`src/design/frtt_pkg.sv`:
```
// frtt_pkg: widths, register map constants, command codes and FSM state
// type for the FM register to tone translator. No dependencies.
`timescale 1ns / 1ps
`default_nettype none

package frtt_pkg;

  // Channel count and derived index width
  localparam int unsigned CHANNELS = 9;
  localparam int unsigned CH_IDX_W = (CHANNELS > 1) ? $clog2(CHANNELS) : 1;

  // Field widths
  localparam int unsigned CH_W   = 4;
  localparam int unsigned ADDR_W = 8;
  localparam int unsigned VAL_W  = 8;
  localparam int unsigned MASK_W = 9;
  localparam int unsigned TC_W   = 20;
  localparam int unsigned PER_W  = 12;
  localparam int unsigned VOL_W  = 4;
  localparam int unsigned LVL_W  = 6;
  localparam int unsigned BLK_W  = 3;
  localparam int unsigned CMD_W  = 2;

  // Pitch arithmetic widths
  localparam int unsigned FNUM_W    = 10;
  localparam int unsigned PROD_W    = 26;
  localparam int unsigned HZ_W      = 13;
  localparam int unsigned SH_W      = 5;
  localparam int unsigned MUL_CNT_W = $clog2(FNUM_W + 1);
  localparam int unsigned DIV_CNT_W = $clog2(PER_W + 1);
  localparam int unsigned REM_INIT_W = TC_W - PER_W;

  // Constants of the register map and pitch formula
  localparam logic [15:0]       FM_CONST       = 16'd49716;
  localparam logic [PER_W-1:0]  PERIOD_MAX     = 12'hFFF;
  localparam int unsigned       KEYON_POS      = 5;
  localparam logic [LVL_W-1:0]  LEVEL_MASK     = 6'h3F;
  localparam logic [ADDR_W-1:0] ADDR_LEVEL     = 8'h40;
  localparam logic [ADDR_W-1:0] ADDR_FLO       = 8'hA0;
  localparam logic [ADDR_W-1:0] ADDR_FHI       = 8'hB0;
  localparam logic [ADDR_W-1:0] LEVEL_SPAN     = 8'h16;
  localparam logic [SH_W-1:0]   SHIFT_BASE     = 5'd20;
  localparam logic [TC_W-1:0]   TONE_CLOCK_RST = 20'd125000;
  localparam logic [VOL_W-1:0]  VOL_FULL       = 4'hF;

  // Output command codes
  typedef enum logic [CMD_W-1:0] {
    CMD_NONE = 2'd0,
    CMD_OFF  = 2'd1,
    CMD_ON   = 2'd2,
    CMD_SET  = 2'd3
  } cmd_t;

  // Sequencer states of the top level
  typedef enum logic [2:0] {
    ST_IDLE,
    ST_DECODE,
    ST_EVAL,
    ST_MUL,
    ST_PITCH,
    ST_DIV,
    ST_EMIT,
    ST_SWEEP
  } state_t;

endpackage

`default_nettype wire

```
`src/design/frtt_if.sv`:
```
// frtt_if: valid/ready channel interfaces for register writes in, tone
// commands out, and the tone clock write port. Depends on frtt_pkg.
`timescale 1ns / 1ps
`default_nettype none

interface frtt_in_if;
  logic                        valid;
  logic                        ready;
  logic                        mode;
  logic [frtt_pkg::ADDR_W-1:0] reg_address;
  logic [frtt_pkg::VAL_W-1:0]  reg_value;
  logic [frtt_pkg::MASK_W-1:0] tone_active_mask;

  modport source (output valid, mode, reg_address, reg_value, tone_active_mask,
                  input ready);
  modport sink (input valid, mode, reg_address, reg_value, tone_active_mask,
                output ready);
endinterface

interface frtt_out_if;
  logic                       valid;
  logic                       ready;
  logic [frtt_pkg::CMD_W-1:0] command;
  logic [frtt_pkg::CH_W-1:0]  channel;
  logic [frtt_pkg::PER_W-1:0] period;
  logic [frtt_pkg::VOL_W-1:0] volume;
  logic                       last;

  modport source (output valid, command, channel, period, volume, last,
                  input ready);
  modport sink (input valid, command, channel, period, volume, last,
                output ready);
endinterface

interface frtt_cfg_if;
  logic                      valid;
  logic                      ready;
  logic [frtt_pkg::TC_W-1:0] tone_clock;

  modport source (output valid, tone_clock, input ready);
  modport sink (input valid, tone_clock, output ready);
endinterface

`default_nettype wire

```
`src/design/frtt_serial_mul.sv`:
```
// frtt_serial_mul: bit-serial shift-add multiplier, F-number times the FM
// pitch constant, one F-number bit per cycle, MSB first. Depends on frtt_pkg.
`timescale 1ns / 1ps
`default_nettype none

module frtt_serial_mul (
  input  wire logic                          clk,
  input  wire logic                          rst_n,
  input  wire logic                          start,
  input  wire logic [frtt_pkg::FNUM_W-1:0]   fnum,
  output logic      [frtt_pkg::PROD_W-1:0]   product,
  output logic                               done
);

  logic                             busy_r, busy_nxt;
  logic                             done_r, done_nxt;
  logic [frtt_pkg::MUL_CNT_W-1:0]   cnt_r, cnt_nxt;
  logic [frtt_pkg::FNUM_W-1:0]      mplier_r, mplier_nxt;
  logic [frtt_pkg::PROD_W-1:0]      acc_r, acc_nxt;
  logic [frtt_pkg::PROD_W-1:0]      addend;

  // Add the constant when the current F-number bit is set
  assign addend = mplier_r[frtt_pkg::FNUM_W-1] ?
                  frtt_pkg::PROD_W'(frtt_pkg::FM_CONST) : '0;

  // Load on start, then shift-add one bit per cycle
  always_comb begin
    busy_nxt   = busy_r;
    cnt_nxt    = cnt_r;
    mplier_nxt = mplier_r;
    acc_nxt    = acc_r;
    done_nxt   = 1'b0;
    if (start) begin
      busy_nxt   = 1'b1;
      cnt_nxt    = frtt_pkg::MUL_CNT_W'(frtt_pkg::FNUM_W);
      mplier_nxt = fnum;
      acc_nxt    = '0;
    end else if (busy_r) begin
      acc_nxt    = {acc_r[frtt_pkg::PROD_W-2:0], 1'b0} + addend;
      mplier_nxt = {mplier_r[frtt_pkg::FNUM_W-2:0], 1'b0};
      cnt_nxt    = cnt_r - 1'b1;
      if (cnt_r == frtt_pkg::MUL_CNT_W'(1)) begin
        busy_nxt = 1'b0;
        done_nxt = 1'b1;
      end
    end
  end

  always_ff @(posedge clk) begin
    if (!rst_n) begin
      busy_r <= 1'b0;
      done_r <= 1'b0;
      cnt_r  <= '0;
    end else begin
      busy_r <= busy_nxt;
      done_r <= done_nxt;
      cnt_r  <= cnt_nxt;
    end
  end

  always_ff @(posedge clk) begin
    mplier_r <= mplier_nxt;
    acc_r    <= acc_nxt;
  end

  assign product = acc_r;
  assign done    = done_r;

endmodule

`default_nettype wire

```
`src/design/frtt_serial_div.sv`:
```
// frtt_serial_div: restoring divider, one quotient bit per cycle, for the
// tone clock over the pitch when the period fits 12 bits. Depends on frtt_pkg.
`timescale 1ns / 1ps
`default_nettype none

module frtt_serial_div (
  input  wire logic                        clk,
  input  wire logic                        rst_n,
  input  wire logic                        start,
  input  wire logic [frtt_pkg::TC_W-1:0]   dividend,
  input  wire logic [frtt_pkg::HZ_W-1:0]   divisor,
  output logic      [frtt_pkg::PER_W-1:0]  quotient,
  output logic                             done
);

  logic                             busy_r, busy_nxt;
  logic                             done_r, done_nxt;
  logic [frtt_pkg::DIV_CNT_W-1:0]   cnt_r, cnt_nxt;
  logic [frtt_pkg::HZ_W-1:0]        rem_r, rem_nxt;
  logic [frtt_pkg::HZ_W-1:0]        dvs_r, dvs_nxt;
  logic [frtt_pkg::PER_W-1:0]       num_r, num_nxt;
  logic [frtt_pkg::PER_W-1:0]       quo_r, quo_nxt;
  logic [frtt_pkg::HZ_W:0]          trial;
  logic                             fits;

  // Bring down the next dividend bit and try the subtract
  assign trial = {rem_r, num_r[frtt_pkg::PER_W-1]};
  assign fits  = (trial >= {1'b0, dvs_r});

  // Upper dividend bits seed the remainder; caller guarantees they are below divisor
  always_comb begin
    busy_nxt = busy_r;
    cnt_nxt  = cnt_r;
    rem_nxt  = rem_r;
    dvs_nxt  = dvs_r;
    num_nxt  = num_r;
    quo_nxt  = quo_r;
    done_nxt = 1'b0;
    if (start) begin
      busy_nxt = 1'b1;
      cnt_nxt  = frtt_pkg::DIV_CNT_W'(frtt_pkg::PER_W);
      rem_nxt  = frtt_pkg::HZ_W'(dividend[frtt_pkg::TC_W-1:frtt_pkg::PER_W]);
      num_nxt  = dividend[frtt_pkg::PER_W-1:0];
      dvs_nxt  = divisor;
      quo_nxt  = '0;
    end else if (busy_r) begin
      rem_nxt = fits ? frtt_pkg::HZ_W'(trial - {1'b0, dvs_r})
                     : trial[frtt_pkg::HZ_W-1:0];
      quo_nxt = {quo_r[frtt_pkg::PER_W-2:0], fits};
      num_nxt = {num_r[frtt_pkg::PER_W-2:0], 1'b0};
      cnt_nxt = cnt_r - 1'b1;
      if (cnt_r == frtt_pkg::DIV_CNT_W'(1)) begin
        busy_nxt = 1'b0;
        done_nxt = 1'b1;
      end
    end
  end

  always_ff @(posedge clk) begin
    if (!rst_n) begin
      busy_r <= 1'b0;
      done_r <= 1'b0;
      cnt_r  <= '0;
    end else begin
      busy_r <= busy_nxt;
      done_r <= done_nxt;
      cnt_r  <= cnt_nxt;
    end
  end

  always_ff @(posedge clk) begin
    rem_r <= rem_nxt;
    dvs_r <= dvs_nxt;
    num_r <= num_nxt;
    quo_r <= quo_nxt;
  end

  assign quotient = quo_r;
  assign done     = done_r;

endmodule

`default_nettype wire

```
`src/design/fm_register_to_tone_translator_unit.sv`:
```
// fm_register_to_tone_translator_unit: top level. Shadow registers, decode
// sequencer and output register. Depends on frtt_pkg, frtt_if,
// frtt_serial_mul and frtt_serial_div.
`timescale 1ns / 1ps
`default_nettype none

// Translates FM synthesizer register writes into square-tone commands. One
// input transaction is handled at a time. A write that produces no command
// frees the input straight after decode. A key-off command for a write that
// clears key-on passes the decode, evaluate and emit states before it is loaded
// into the output register. A key-on or set command runs the pitch through the
// serial multiplier (one F-number bit at a time) and, when the pitch is at least
// 2 and the period does not saturate, the serial divider (one period bit at a
// time). A reset transaction clears every shadow at once and then delivers one
// key-off per channel, one per cycle while the output takes them. Results wait
// in an output register, so the next transaction is taken while a result is
// still pending. The tone clock write port is always ready; write it only while the block is idle.
module fm_register_to_tone_translator_unit (
  input  wire logic    clk,
  input  wire logic    rst_n,
  frtt_in_if.sink      in_ch,
  frtt_out_if.source   out_ch,
  frtt_cfg_if.sink     cfg_ch
);

  localparam int unsigned CH_IDX_W = frtt_pkg::CH_IDX_W;
  localparam int unsigned CH_W     = frtt_pkg::CH_W;
  localparam logic [frtt_pkg::ADDR_W-1:0] CH_COUNT_A =
    frtt_pkg::ADDR_W'(frtt_pkg::CHANNELS);
  localparam logic [CH_W-1:0] CH_COUNT = CH_W'(frtt_pkg::CHANNELS);
  localparam logic [CH_W-1:0] CH_LAST  = CH_W'(frtt_pkg::CHANNELS - 1);

  // Sequencer
  frtt_pkg::state_t state_r, state_nxt;

  // Held transaction
  logic                          mode_r;
  logic [frtt_pkg::ADDR_W-1:0]   addr_r;
  logic [frtt_pkg::VAL_W-1:0]    val_r;
  logic [frtt_pkg::MASK_W-1:0]   mask_r;

  // Shadow registers
  logic [frtt_pkg::VAL_W-1:0]    flo_r [frtt_pkg::CHANNELS];
  logic [frtt_pkg::VAL_W-1:0]    fhi_r [frtt_pkg::CHANNELS];
  logic [frtt_pkg::LVL_W-1:0]    lvl_r [frtt_pkg::CHANNELS];

  // Result under construction
  logic [CH_W-1:0]               ch_r, ch_nxt;
  frtt_pkg::cmd_t                cmd_r, cmd_nxt;
  logic [frtt_pkg::PER_W-1:0]    per_r, per_nxt;
  logic [frtt_pkg::VOL_W-1:0]    vol_r, vol_nxt;

  // Output register
  logic                          out_valid_r, out_valid_nxt;
  frtt_pkg::cmd_t                out_cmd_r;
  logic [CH_W-1:0]               out_ch_r;
  logic [frtt_pkg::PER_W-1:0]    out_per_r;
  logic [frtt_pkg::VOL_W-1:0]    out_vol_r;
  logic                          out_last_r;

  logic [frtt_pkg::TC_W-1:0]     tone_clock_r;

  // Sequencer outputs
  logic                          in_ready;
  logic                          mul_start;
  logic                          div_start;
  logic                          out_load;
  logic                          out_free;
  logic                          in_acc;

  // Decode
  logic [frtt_pkg::ADDR_W-1:0]   flo_off, fhi_off, lvl_off;
  logic                          flo_hit, fhi_hit, lvl_hit, any_hit;
  logic [2:0]                    col;
  logic [CH_W-1:0]               grp;
  logic [CH_W-1:0]               lvl_ch;
  logic [CH_W-1:0]               dec_ch;
  logic [CH_IDX_W-1:0]           dec_idx;
  logic                          same, in_sync, drop, dec_write, dec_eval;

  // Evaluation
  logic [CH_IDX_W-1:0]           ch_idx;
  logic [frtt_pkg::VAL_W-1:0]    cur_hi;
  logic [frtt_pkg::VOL_W-1:0]    cur_vol;
  logic [frtt_pkg::BLK_W-1:0]    cur_blk;
  logic                          cur_active;
  frtt_pkg::cmd_t                on_cmd;
  logic [frtt_pkg::PROD_W-1:0]   product;
  logic                          mul_done;
  logic [frtt_pkg::PROD_W-1:0]   prod_sh;
  logic [frtt_pkg::HZ_W-1:0]     hz;
  logic                          hz_low, sat;
  logic [frtt_pkg::PER_W-1:0]    quotient;
  logic                          div_done;

  assign in_acc   = in_ch.valid & in_ready;
  assign out_free = ~out_valid_r | out_ch.ready;

  // Address decode of the held write
  always_comb begin
    flo_off = addr_r - frtt_pkg::ADDR_FLO;
    fhi_off = addr_r - frtt_pkg::ADDR_FHI;
    lvl_off = addr_r - frtt_pkg::ADDR_LEVEL;
    col     = lvl_off[2:0];
    grp     = CH_W'(lvl_off[4:3]);
    lvl_ch  = (grp << 1) + grp + CH_W'(col) - CH_W'(3);
    flo_hit = (flo_off < CH_COUNT_A);
    fhi_hit = (fhi_off < CH_COUNT_A);
    lvl_hit = (lvl_off < frtt_pkg::LEVEL_SPAN) && (col >= 3'd3) && (col <= 3'd5) &&
              (lvl_ch < CH_COUNT);
    any_hit = flo_hit | fhi_hit | lvl_hit;
    priority if (flo_hit) begin
      dec_ch = CH_W'(flo_off);
    end else if (fhi_hit) begin
      dec_ch = CH_W'(fhi_off);
    end else begin
      dec_ch = lvl_ch;
    end
    dec_idx = dec_ch[CH_IDX_W-1:0];
  end

  // Drop a write that matches its shadow while the device agrees with key-on
  always_comb begin
    priority if (flo_hit) begin
      same = (flo_r[dec_idx] == val_r);
    end else if (fhi_hit) begin
      same = (fhi_r[dec_idx] == val_r);
    end else begin
      same = (lvl_r[dec_idx] == (val_r[frtt_pkg::LVL_W-1:0] & frtt_pkg::LEVEL_MASK));
    end
    in_sync   = (mask_r[dec_ch] == fhi_r[dec_idx][frtt_pkg::KEYON_POS]);
    drop      = same & in_sync;
    dec_write = ~mode_r & any_hit & ~drop;
    dec_eval  = dec_write & (fhi_hit | fhi_r[dec_idx][frtt_pkg::KEYON_POS]);
  end

  // Shadow fields of the channel being evaluated
  assign ch_idx     = ch_r[CH_IDX_W-1:0];
  assign cur_hi     = fhi_r[ch_idx];
  assign cur_vol    = frtt_pkg::VOL_FULL - lvl_r[ch_idx][frtt_pkg::LVL_W-1:2];
  assign cur_blk    = cur_hi[4:2];
  assign cur_active = mask_r[ch_r];
  assign on_cmd     = cur_active ? frtt_pkg::CMD_SET : frtt_pkg::CMD_ON;

  // Pitch from the product; saturate when tone_clock / pitch exceeds 12 bits
  assign prod_sh = product >> (frtt_pkg::SHIFT_BASE - frtt_pkg::SH_W'(cur_blk));
  assign hz      = prod_sh[frtt_pkg::HZ_W-1:0];
  assign hz_low  = (hz < frtt_pkg::HZ_W'(2));
  assign sat     = (frtt_pkg::HZ_W'(tone_clock_r[frtt_pkg::TC_W-1:frtt_pkg::PER_W]) >= hz);

  frtt_serial_mul u_mul (
    .clk     (clk),
    .rst_n   (rst_n),
    .start   (mul_start),
    .fnum    ({cur_hi[1:0], flo_r[ch_idx]}),
    .product (product),
    .done    (mul_done)
  );

  frtt_serial_div u_div (
    .clk      (clk),
    .rst_n    (rst_n),
    .start    (div_start),
    .dividend (tone_clock_r),
    .divisor  (hz),
    .quotient (quotient),
    .done     (div_done)
  );

  // Next state
  always_comb begin
    state_nxt = state_r;
    unique case (state_r)
      frtt_pkg::ST_IDLE: begin
        if (in_ch.valid) begin
          state_nxt = frtt_pkg::ST_DECODE;
        end
      end
      frtt_pkg::ST_DECODE: begin
        priority if (mode_r) begin
          state_nxt = frtt_pkg::ST_SWEEP;
        end else if (dec_eval) begin
          state_nxt = frtt_pkg::ST_EVAL;
        end else begin
          state_nxt = frtt_pkg::ST_IDLE;
        end
      end
      frtt_pkg::ST_EVAL: begin
        if (!cur_hi[frtt_pkg::KEYON_POS] || cur_vol == '0) begin
          state_nxt = frtt_pkg::ST_EMIT;
        end else begin
          state_nxt = frtt_pkg::ST_MUL;
        end
      end
      frtt_pkg::ST_MUL: begin
        if (mul_done) begin
          state_nxt = frtt_pkg::ST_PITCH;
        end
      end
      frtt_pkg::ST_PITCH: begin
        if (hz_low || sat) begin
          state_nxt = frtt_pkg::ST_EMIT;
        end else begin
          state_nxt = frtt_pkg::ST_DIV;
        end
      end
      frtt_pkg::ST_DIV: begin
        if (div_done) begin
          state_nxt = frtt_pkg::ST_EMIT;
        end
      end
      frtt_pkg::ST_EMIT: begin
        if (out_free) begin
          state_nxt = frtt_pkg::ST_IDLE;
        end
      end
      frtt_pkg::ST_SWEEP: begin
        if (out_free && ch_r == CH_LAST) begin
          state_nxt = frtt_pkg::ST_IDLE;
        end
      end
      default: state_nxt = frtt_pkg::ST_IDLE;
    endcase
  end

  // Sequencer outputs
  always_comb begin
    in_ready  = 1'b0;
    mul_start = 1'b0;
    div_start = 1'b0;
    out_load  = 1'b0;
    unique case (state_r)
      frtt_pkg::ST_IDLE:  in_ready  = 1'b1;
      frtt_pkg::ST_EVAL:  mul_start = cur_hi[frtt_pkg::KEYON_POS] & (cur_vol != '0);
      frtt_pkg::ST_PITCH: div_start = ~hz_low & ~sat;
      frtt_pkg::ST_EMIT:  out_load  = out_free;
      frtt_pkg::ST_SWEEP: out_load  = out_free;
      default: begin
        in_ready = 1'b0;
      end
    endcase
  end

  // Build the pending result
  always_comb begin
    ch_nxt  = ch_r;
    cmd_nxt = cmd_r;
    per_nxt = per_r;
    vol_nxt = vol_r;
    unique case (state_r)
      frtt_pkg::ST_DECODE: begin
        ch_nxt  = mode_r ? '0 : dec_ch;
        cmd_nxt = frtt_pkg::CMD_OFF;
      end
      frtt_pkg::ST_EVAL: begin
        vol_nxt = cur_vol;
        cmd_nxt = frtt_pkg::CMD_OFF;
      end
      frtt_pkg::ST_PITCH: begin
        if (hz_low) begin
          cmd_nxt = frtt_pkg::CMD_OFF;
        end else if (sat) begin
          cmd_nxt = on_cmd;
          per_nxt = frtt_pkg::PERIOD_MAX;
        end
      end
      frtt_pkg::ST_DIV: begin
        if (div_done) begin
          per_nxt = quotient;
          cmd_nxt = (quotient == '0) ? frtt_pkg::CMD_OFF : on_cmd;
        end
      end
      frtt_pkg::ST_SWEEP: begin
        if (out_free && ch_r != CH_LAST) begin
          ch_nxt = ch_r + 1'b1;
        end
      end
      default: begin
        ch_nxt = ch_r;
      end
    endcase
  end

  // Output register holds until taken
  always_comb begin
    out_valid_nxt = out_valid_r;
    priority if (out_load) begin
      out_valid_nxt = 1'b1;
    end else if (out_ch.ready) begin
      out_valid_nxt = 1'b0;
    end
  end

  // Control registers
  always_ff @(posedge clk) begin
    if (!rst_n) begin
      state_r      <= frtt_pkg::ST_IDLE;
      out_valid_r  <= 1'b0;
      tone_clock_r <= frtt_pkg::TONE_CLOCK_RST;
    end else begin
      state_r     <= state_nxt;
      out_valid_r <= out_valid_nxt;
      if (cfg_ch.valid) begin
        tone_clock_r <= cfg_ch.tone_clock;
      end
    end
  end

  // Shadow registers: clear on reset or a reset transaction, write on decode
  always_ff @(posedge clk) begin
    if (!rst_n || (state_r == frtt_pkg::ST_DECODE && mode_r)) begin
      for (int i = 0; i < frtt_pkg::CHANNELS; i++) begin
        flo_r[i] <= '0;
        fhi_r[i] <= '0;
        lvl_r[i] <= '0;
      end
    end else if (state_r == frtt_pkg::ST_DECODE && dec_write) begin
      priority if (flo_hit) begin
        flo_r[dec_idx] <= val_r;
      end else if (fhi_hit) begin
        fhi_r[dec_idx] <= val_r;
      end else begin
        lvl_r[dec_idx] <= val_r[frtt_pkg::LVL_W-1:0] & frtt_pkg::LEVEL_MASK;
      end
    end
  end

  // Payload registers
  always_ff @(posedge clk) begin
    if (in_acc) begin
      mode_r <= in_ch.mode;
      addr_r <= in_ch.reg_address;
      val_r  <= in_ch.reg_value;
      mask_r <= in_ch.tone_active_mask;
    end
    ch_r  <= ch_nxt;
    cmd_r <= cmd_nxt;
    per_r <= per_nxt;
    vol_r <= vol_nxt;
    if (out_load) begin
      out_ch_r <= ch_r;
      if (state_r == frtt_pkg::ST_SWEEP) begin
        out_cmd_r  <= frtt_pkg::CMD_OFF;
        out_per_r  <= '0;
        out_vol_r  <= '0;
        out_last_r <= (ch_r == CH_LAST);
      end else begin
        out_cmd_r  <= cmd_r;
        out_per_r  <= (cmd_r == frtt_pkg::CMD_OFF) ? '0 : per_r;
        out_vol_r  <= (cmd_r == frtt_pkg::CMD_OFF) ? '0 : vol_r;
        out_last_r <= 1'b1;
      end
    end
  end

  // Drive the channels
  assign in_ch.ready    = in_ready;
  assign cfg_ch.ready   = 1'b1;
  assign out_ch.valid   = out_valid_r;
  assign out_ch.command = out_cmd_r;
  assign out_ch.channel = out_ch_r;
  assign out_ch.period  = out_per_r;
  assign out_ch.volume  = out_vol_r;
  assign out_ch.last    = out_last_r;

endmodule

`default_nettype wire

```
`src/flat_wrapper.sv`:
```
// flat-port wrapper written by rule: the top's interface ports become plain ports
module fm_register_to_tone_translator_unit_flat 
  (clk, rst_n, in_ch_valid, in_ch_mode, in_ch_reg_address, in_ch_reg_value, in_ch_tone_active_mask, in_ch_ready, out_ch_valid, out_ch_command, out_ch_channel, out_ch_period, out_ch_volume, out_ch_last, out_ch_ready, cfg_ch_valid, cfg_ch_tone_clock, cfg_ch_ready);
  frtt_in_if in_ch_i ();
  frtt_out_if out_ch_i ();
  frtt_cfg_if cfg_ch_i ();
  input  wire logic clk;
  input  wire logic rst_n;
  input wire logic [$bits(in_ch_i.valid)-1:0] in_ch_valid;
  input wire logic [$bits(in_ch_i.mode)-1:0] in_ch_mode;
  input wire logic [$bits(in_ch_i.reg_address)-1:0] in_ch_reg_address;
  input wire logic [$bits(in_ch_i.reg_value)-1:0] in_ch_reg_value;
  input wire logic [$bits(in_ch_i.tone_active_mask)-1:0] in_ch_tone_active_mask;
  output wire logic [$bits(in_ch_i.ready)-1:0] in_ch_ready;
  output wire logic [$bits(out_ch_i.valid)-1:0] out_ch_valid;
  output wire logic [$bits(out_ch_i.command)-1:0] out_ch_command;
  output wire logic [$bits(out_ch_i.channel)-1:0] out_ch_channel;
  output wire logic [$bits(out_ch_i.period)-1:0] out_ch_period;
  output wire logic [$bits(out_ch_i.volume)-1:0] out_ch_volume;
  output wire logic [$bits(out_ch_i.last)-1:0] out_ch_last;
  input wire logic [$bits(out_ch_i.ready)-1:0] out_ch_ready;
  input wire logic [$bits(cfg_ch_i.valid)-1:0] cfg_ch_valid;
  input wire logic [$bits(cfg_ch_i.tone_clock)-1:0] cfg_ch_tone_clock;
  output wire logic [$bits(cfg_ch_i.ready)-1:0] cfg_ch_ready;
  assign in_ch_i.valid = in_ch_valid;
  assign in_ch_i.mode = in_ch_mode;
  assign in_ch_i.reg_address = in_ch_reg_address;
  assign in_ch_i.reg_value = in_ch_reg_value;
  assign in_ch_i.tone_active_mask = in_ch_tone_active_mask;
  assign in_ch_ready = in_ch_i.ready;
  assign out_ch_valid = out_ch_i.valid;
  assign out_ch_command = out_ch_i.command;
  assign out_ch_channel = out_ch_i.channel;
  assign out_ch_period = out_ch_i.period;
  assign out_ch_volume = out_ch_i.volume;
  assign out_ch_last = out_ch_i.last;
  assign out_ch_i.ready = out_ch_ready;
  assign cfg_ch_i.valid = cfg_ch_valid;
  assign cfg_ch_i.tone_clock = cfg_ch_tone_clock;
  assign cfg_ch_ready = cfg_ch_i.ready;
  fm_register_to_tone_translator_unit u_core (.clk(clk), .rst_n(rst_n), .in_ch(in_ch_i), .out_ch(out_ch_i), .cfg_ch(cfg_ch_i));
endmodule
```
`config.mk`:
```
export PLATFORM = sky130hd
export DESIGN_NAME = fm_register_to_tone_translator_unit_flat
export DESIGN_NICKNAME = d
export VERILOG_FILES = /design/src/design/frtt_pkg.sv /design/src/design/frtt_if.sv /design/src/design/frtt_serial_mul.sv /design/src/design/frtt_serial_div.sv /design/src/design/fm_register_to_tone_translator_unit.sv /design/src/flat_wrapper.sv
export SDC_FILE = /design/constraint.sdc
export NUM_CORES = 1
export LEC_CHECK = 0
export BUFFER_PORTS_ARGS = -buffer_cell sky130_fd_sc_hd__buf_2
export CORE_UTILIZATION = 45
export DETAILED_ROUTE_END_ITERATION = 7
export MAX_ROUTING_LAYER = met4
export PLACE_DENSITY_LB_ADDON = 0.1
export SYNTH_ARGS = -nofsm -noshare
export SYNTH_HDL_FRONTEND = slang
export SYNTH_SLANG_ARGS = --single-unit
```
`constraint.sdc`:
```
create_clock -name clk -period 7.79 [get_ports clk]
set_clock_uncertainty 0.1 [all_clocks]
set_input_delay 0.779 -clock clk [delete_from_list [all_inputs] [get_ports clk]]
set_output_delay 0.779 -clock clk [all_outputs]
set_load 0.02 [all_outputs]
```
---- Word-level counts from Yosys, hierarchy flattened ----
Memory sizes are Yosys's and may differ from the RTL's. A register that Yosys moved wholly into a read port is not among the register bits.
Index checks and enable logic that the tools add are counted.
storage, ports and cells
  bits in writable memories ............... 198
  output and inout bits ................... 26
  input bits .............................. 51
  memories ................................ 3
  bits in registers ....................... 193
cells by class
  bitwise operators ....................... 19
  muxes and demuxes ....................... 85
  shift-type cells ........................ 1
  order comparisons ....................... 11
  equality and inequality tests ........... 25
  add/sub/neg operators ................... 13
  reduce and logical (&&, ||, !) cells .... 36
memory list
  name          words  bits a word  read ports  clocked after Yosys merged registers in  write ports  RTL line                                   RTL
  u_core.fhi_r  9      8            2           1                                        9            fm_register_to_tone_translator_unit.sv:44  logic [frtt_pkg::VAL_W-1:0] fhi_r [frtt_pkg::CHANNELS];
  u_core.flo_r  9      8            2           1                                        9            fm_register_to_tone_translator_unit.sv:43  logic [frtt_pkg::VAL_W-1:0] flo_r [frtt_pkg::CHANNELS];
  u_core.lvl_r  9      6            2           1                                        9            fm_register_to_tone_translator_unit.sv:45  logic [frtt_pkg::LVL_W-1:0] lvl_r [frtt_pkg::CHANNELS];
operators with widths
  cell                                                         count
  2-to-1 mux 12 bit                                            5
  2-to-1 mux 4 bit                                             14
  2-to-1 mux 1 bit                                             38
  2-to-1 mux 8 bit                                             4
  adder 26 bit                                                 1
  right shift 26 x 5 -> 13 bit                                 1
  one-hot mux 12 bit (2 select lines)                          1
  one-hot mux 3 bit (8 select lines)                           1
  2-to-1 mux 3 bit                                             7
  2-to-1 mux 10 bit                                            2
  == test 8 bit                                                2
  less-than comparator 8 x 4 -> 1 bit, second input constant   2
  2-to-1 mux 16 bit                                            1
  OR reduction 8 bit                                           2
  subtractor 8 bit, second input constant                      2
  greater-or-equal comparator 14 x 13 -> 1 bit                 1
  greater-or-equal comparator 8 x 13 -> 1 bit                  1
  less-than comparator 13 x 2 -> 1 bit, second input constant  1
  2-to-1 mux 13 bit                                            1
  subtractor 13 bit                                            1
  == test 3 bit, second input constant                         4
  logical NOT 12 bit                                           1
  2-to-1 mux 2 bit                                             6
  less-than comparator 4 x 5 -> 1 bit, second input constant   2
  other kinds (45)                                             89

---- Depth between registers and ports, before layout ----
An unclocked memory read counts as a cell.
  word-level depth ........................ 19
  gate-level depth with buffers ........... 32
  mapped depth without buffers ............ 26

---- Cells and area by module ----
Synthesis repeated with hierarchy kept, for this count alone.
unflattened totals
  cells, all modules ...................... 2,541
  area, all modules ....................... 30,212.7 um2
by module, submodules not included
  module                               cells each  seq. area each (um2)  area an instance (um2)  instances
  fm_register_to_tone_translator_unit  2,032       13,262.7              25,054.0                1
  frtt_serial_div                      279         1,451.4               3,009.1                 1
  frtt_serial_mul                      230         900.9                 2,149.6                 1

---- Worst setup path after synthesis ----
Ideal clock, no wire load.
  kind .................................... register to register
  from .................................... register with a tool-made name
  to ...................................... register u_core.u_div.num_r[0] in the netlist's numbering, enable pin
  stages on the path, launching flop included .. 32
  data arrival time ....................... 6.458 ns
  required time ........................... 7.344 ns
  library setup time ...................... 0.346 ns
  path slack .............................. 0.886 ns
  cell sequence ........................... dfxtp_1 -> buf_2 -> mux4_2 -> mux4_2 -> buf_2 -> buf_2 -> buf_2 -> inv_1 -> ha_1 -> inv_1 -> ha_1 -> clkbuf_1 -> clkbuf_1 -> mux2i_1 -> mux2_2 -> o221ai_1 -> nand2_1 -> o21ai_0 -> nand2_1 -> o21ai_0 -> ha_1 -> nand2b_1 -> a21o_1 -> a21o_1 -> a21o_1 -> a21o_1 -> a21oi_1 -> o21a_1 -> o31ai_2 -> a21oi_2 -> buf_4 -> or2_2
RTL lines
  item                    RTL line               RTL
  end signal: assignment  frtt_serial_div.sv:74  num_r <= num_nxt;
  end: declaration        frtt_serial_div.sv:21  logic [frtt_pkg::PER_W-1:0] num_r, num_nxt;

==> results.cfg <==
[cells_and_area]
mostFrequentLayoutCell = edfxtp_1
n_fill_cell = 5700
final_cell_mix = edfxtp_1, nor3_1, nand2_1
nets = 2780
drive_gt1_frac = 0.1794
area_growth_pct = 14.13

[logic_synthesis]
ys_ff_latch = 547
synth-simple-area-share = 0.1466
synthAdderAreaFrac = 0.01936
synth_top_family_by_area = multiplexers
synth-xor-area-share = 0.01224
yosys_warnings = 0
ys_seq_area_frac = 0.5323
synth_cell_type_count = 79
syn_area_per_cell_sq_um = 11.79
postSynthCellCount = 2489
netlist_area_sq_mm = 0.02934
async_flop_share = 0
synth_mux_area_frac = 0.1518
synth_edf_count = 466
synth_ff_type = edfxtp_1
synth_compound_area_frac = 0.09622

[timing]
relSlewSlack = 0.1769
min_period_over_period = 0.9247
finalHoldViolCount = 0
min_period_ns = 7.204
finalSetupViolations = 0
max_slew.worst_pin.slew_ns = 1.228
fin_setup_tns_ns = 0
rsz0062_at_grt = false
max_freq_ghz = 0.1388
drv_slew = 0

[floorplan]
io_pins = 77
num_rows = 93
die_x_microns = 257.3
start_util = 0.4551
die_area_sq_mm = 0.06622
die_h_microns = 257.3
core_sq_mm = 0.06446

[drt]
vias = 22040
route.detailed.drc = 0
totalWireLength_microns = 90290
dr.pass1.iters = 7
antenna_left = 0
wl_per_cell_microns = 25.13
avgViaCountPerCell = 6.133
initialDrtViolationCount = 2385

[job]
max_cap_viol_count = 0

[clock_tree]
numClockSinks = 547
cts_tree = yes
cts_buffer_depth = 3
cts_setup_buffers = 0
clk_pin_slew_ns = 0.06
postCtsHoldBufs = 0
htreeDepth = 2
cts_root_buf = clkbuf_16
numCtsBuffers = 60
clk_latency_ns = 0.65
cts_resized = 0

[worst_setup_path]
critPathKind = reg -> reg
crit_fanout = 18
crit_path_end_kind = flop
r2r-end = u_core.u_div.rem_r[3]
ff2ff_path_depth = 26
cp_data_required_time_ns = 8.07
worstPathArrival_ns = 7.49
startpoint_type = flop
r2r_setup_slack_ns = 0.59

[worst_hold_path]
holdPathEnd = u_core.val_r[6]
min-delay-start = in_ch_reg_value[6]
min_path_cells = 1
worstHoldPathType = in -> reg

[run_status]
status = finished, final reports clean

[place]
hpwl_microns = 58940
gp_congestion = 0.9100
portBuffers = 75

[global_route]
grt_pass1_vias = 21650
antenna_found_initial = 2
globalRouteTotalUtil = 0.2793
grt_max_degree = 70
grt_pass1_wl_microns = 135500
overflow = 0
==> state kept, by name, indices dropped and copies added, names as in the netlist, 9 cells and up, named ones only <==
register               count
u_core.u_mul.mplier_r     10
u_core.lvl_r              96
u_core.u_mul.product      24
u_core.per_r              12
u_core.tone_clock_r       20
u_core.u_div.rem_r        13
u_core.out_ch.period      12
u_core.mask_r              9
u_core.flo_r             128
u_core.fhi_r             128
u_core.u_div.quotient     12
u_core.u_div.dvs_r        13
u_core.u_div.num_r        12
==> cell families after synthesis <==
kind of cell	Yosys count
other cells	2
buf+inv	282
compound gates	382
mux	308
xor+xnor	41
simple gates	884
fa+ha+maj	43
flops	547
==> layout make-up <==
| type | instances | area (sq um) | area share |
|---|---|---|---|
| timing repair buffer | 196 | 1359 | 0.04058 |
| multi-input combinational | 1813 | 13220 | 0.3947 |
| inverter | 68 | 255.2 | 0.007624 |
| sequential | 547 | 15630 | 0.4667 |
| antenna | 1 | 2.502 | 0.00007474 |
| clock buffer | 79 | 1687 | 0.05038 |
| clock inverter | 34 | 267.8 | 0.007997 |
| tap | 855 | 1070 | 0.03195 |
==> worst max-delay path by stage <==
stage	from	endpoint	slack [ns]	cells after the start
2_1_floorplan	flop	u_core.u_div.num_r[0]	0.89	31
3_5_place_dp	flop	u_core.u_div.num_r[5]	0.62	24
4_1_cts	flop	u_core.u_div.rem_r[3]	0.60	25
6_report	flop	u_core.u_div.rem_r[3]	0.59	26
3_3_place_gp	flop	u_core.u_div.rem_r[0]	0.76	25
5_1_grt	flop	u_core.u_div.rem_r[3]	0.12	25
==> synth_stat cells, drive strengths merged, types with 11 or more instances <==
cell	instances	area (sq um)
a211oi	70	525.5
a21oi	47	239.0
a22oi	11	82.58
a31oi	14	102.6
a32o	17	170.2
a32oi	28	252.8
and2	14	87.58
and3	56	350.3
buf	75	430.4
clkbuf	139	523.0
dfxtp	81	1622
edfxtp	466	13990
ha	39	488.0
inv	67	251.5
mux2	56	630.6
mux2i	148	1481
mux4	104	2342
nand2	213	802.0
nand2b	14	87.58
nand3	105	525.5
nand4	22	137.6
nor2	140	525.5
nor2b	31	193.9
nor3	221	1106
nor4	15	93.84
nor4b	13	113.9
o21ai	58	290.3
o31ai	30	230.2
or2	17	106.4
xnor2	26	227.7
xor2	15	131.4
==> metal layers <==
layer	vias to the layer above	GRT usage	part of all wire	wire, microns
met5	-	-	0	0
met4	0	0.08941	0.030	2670
met3	173	0.05024	0.093	8427
met2	1119	0.4322	0.47	42030
met1	10910	0.3729	0.41	37160
li1	9836	-	-	-
==> critical path, cell delays in order, from the launching register on <==
cell and delay [ns]:
dfxtp_1 0.92, mux4_2 0.43, mux4_2 0.50, inv_1 0.08, ha_1 0.13, inv_1 0.04
ha_1 0.87, buf_4 0.35, inv_2 0.13, nand2_1 0.16, nor2_1 0.07, a21oi_1 0.13
o21ai_0 0.09, nand2_1 0.08, o21ai_0 0.12, ha_1 0.30, nand2b_1 0.14, a21o_1 0.17
a21o_1 0.17, a21o_1 0.17, a21o_1 0.17, a21oi_1 0.15, o21a_1 0.19, o31ai_2 0.11
a21oi_4 0.46, buf_4 0.33, mux2_1 0.34
==> per-stage QoR <==
stage          worst slack (ns)  hold WS (ns)  cell area [sq um]  instances  utilization
2_1_floorplan            0.8861        0.3355              29910       2642            -
3_3_place_gp             0.7567        0.3659              31520       3479       0.4890
3_5_place_dp             0.6162        0.3643              31520       3479       0.4890
4_1_cts                  0.6021        0.1738              33480       3592       0.5193
5_1_grt                  0.1158        0.1923              33480       3593       0.5194
6_report                 0.5863        0.2079              33480       3593       0.5194
Power is not shown: default switching activity piles up to over one toggle a cycle in this logic, so the estimate is an artifact.
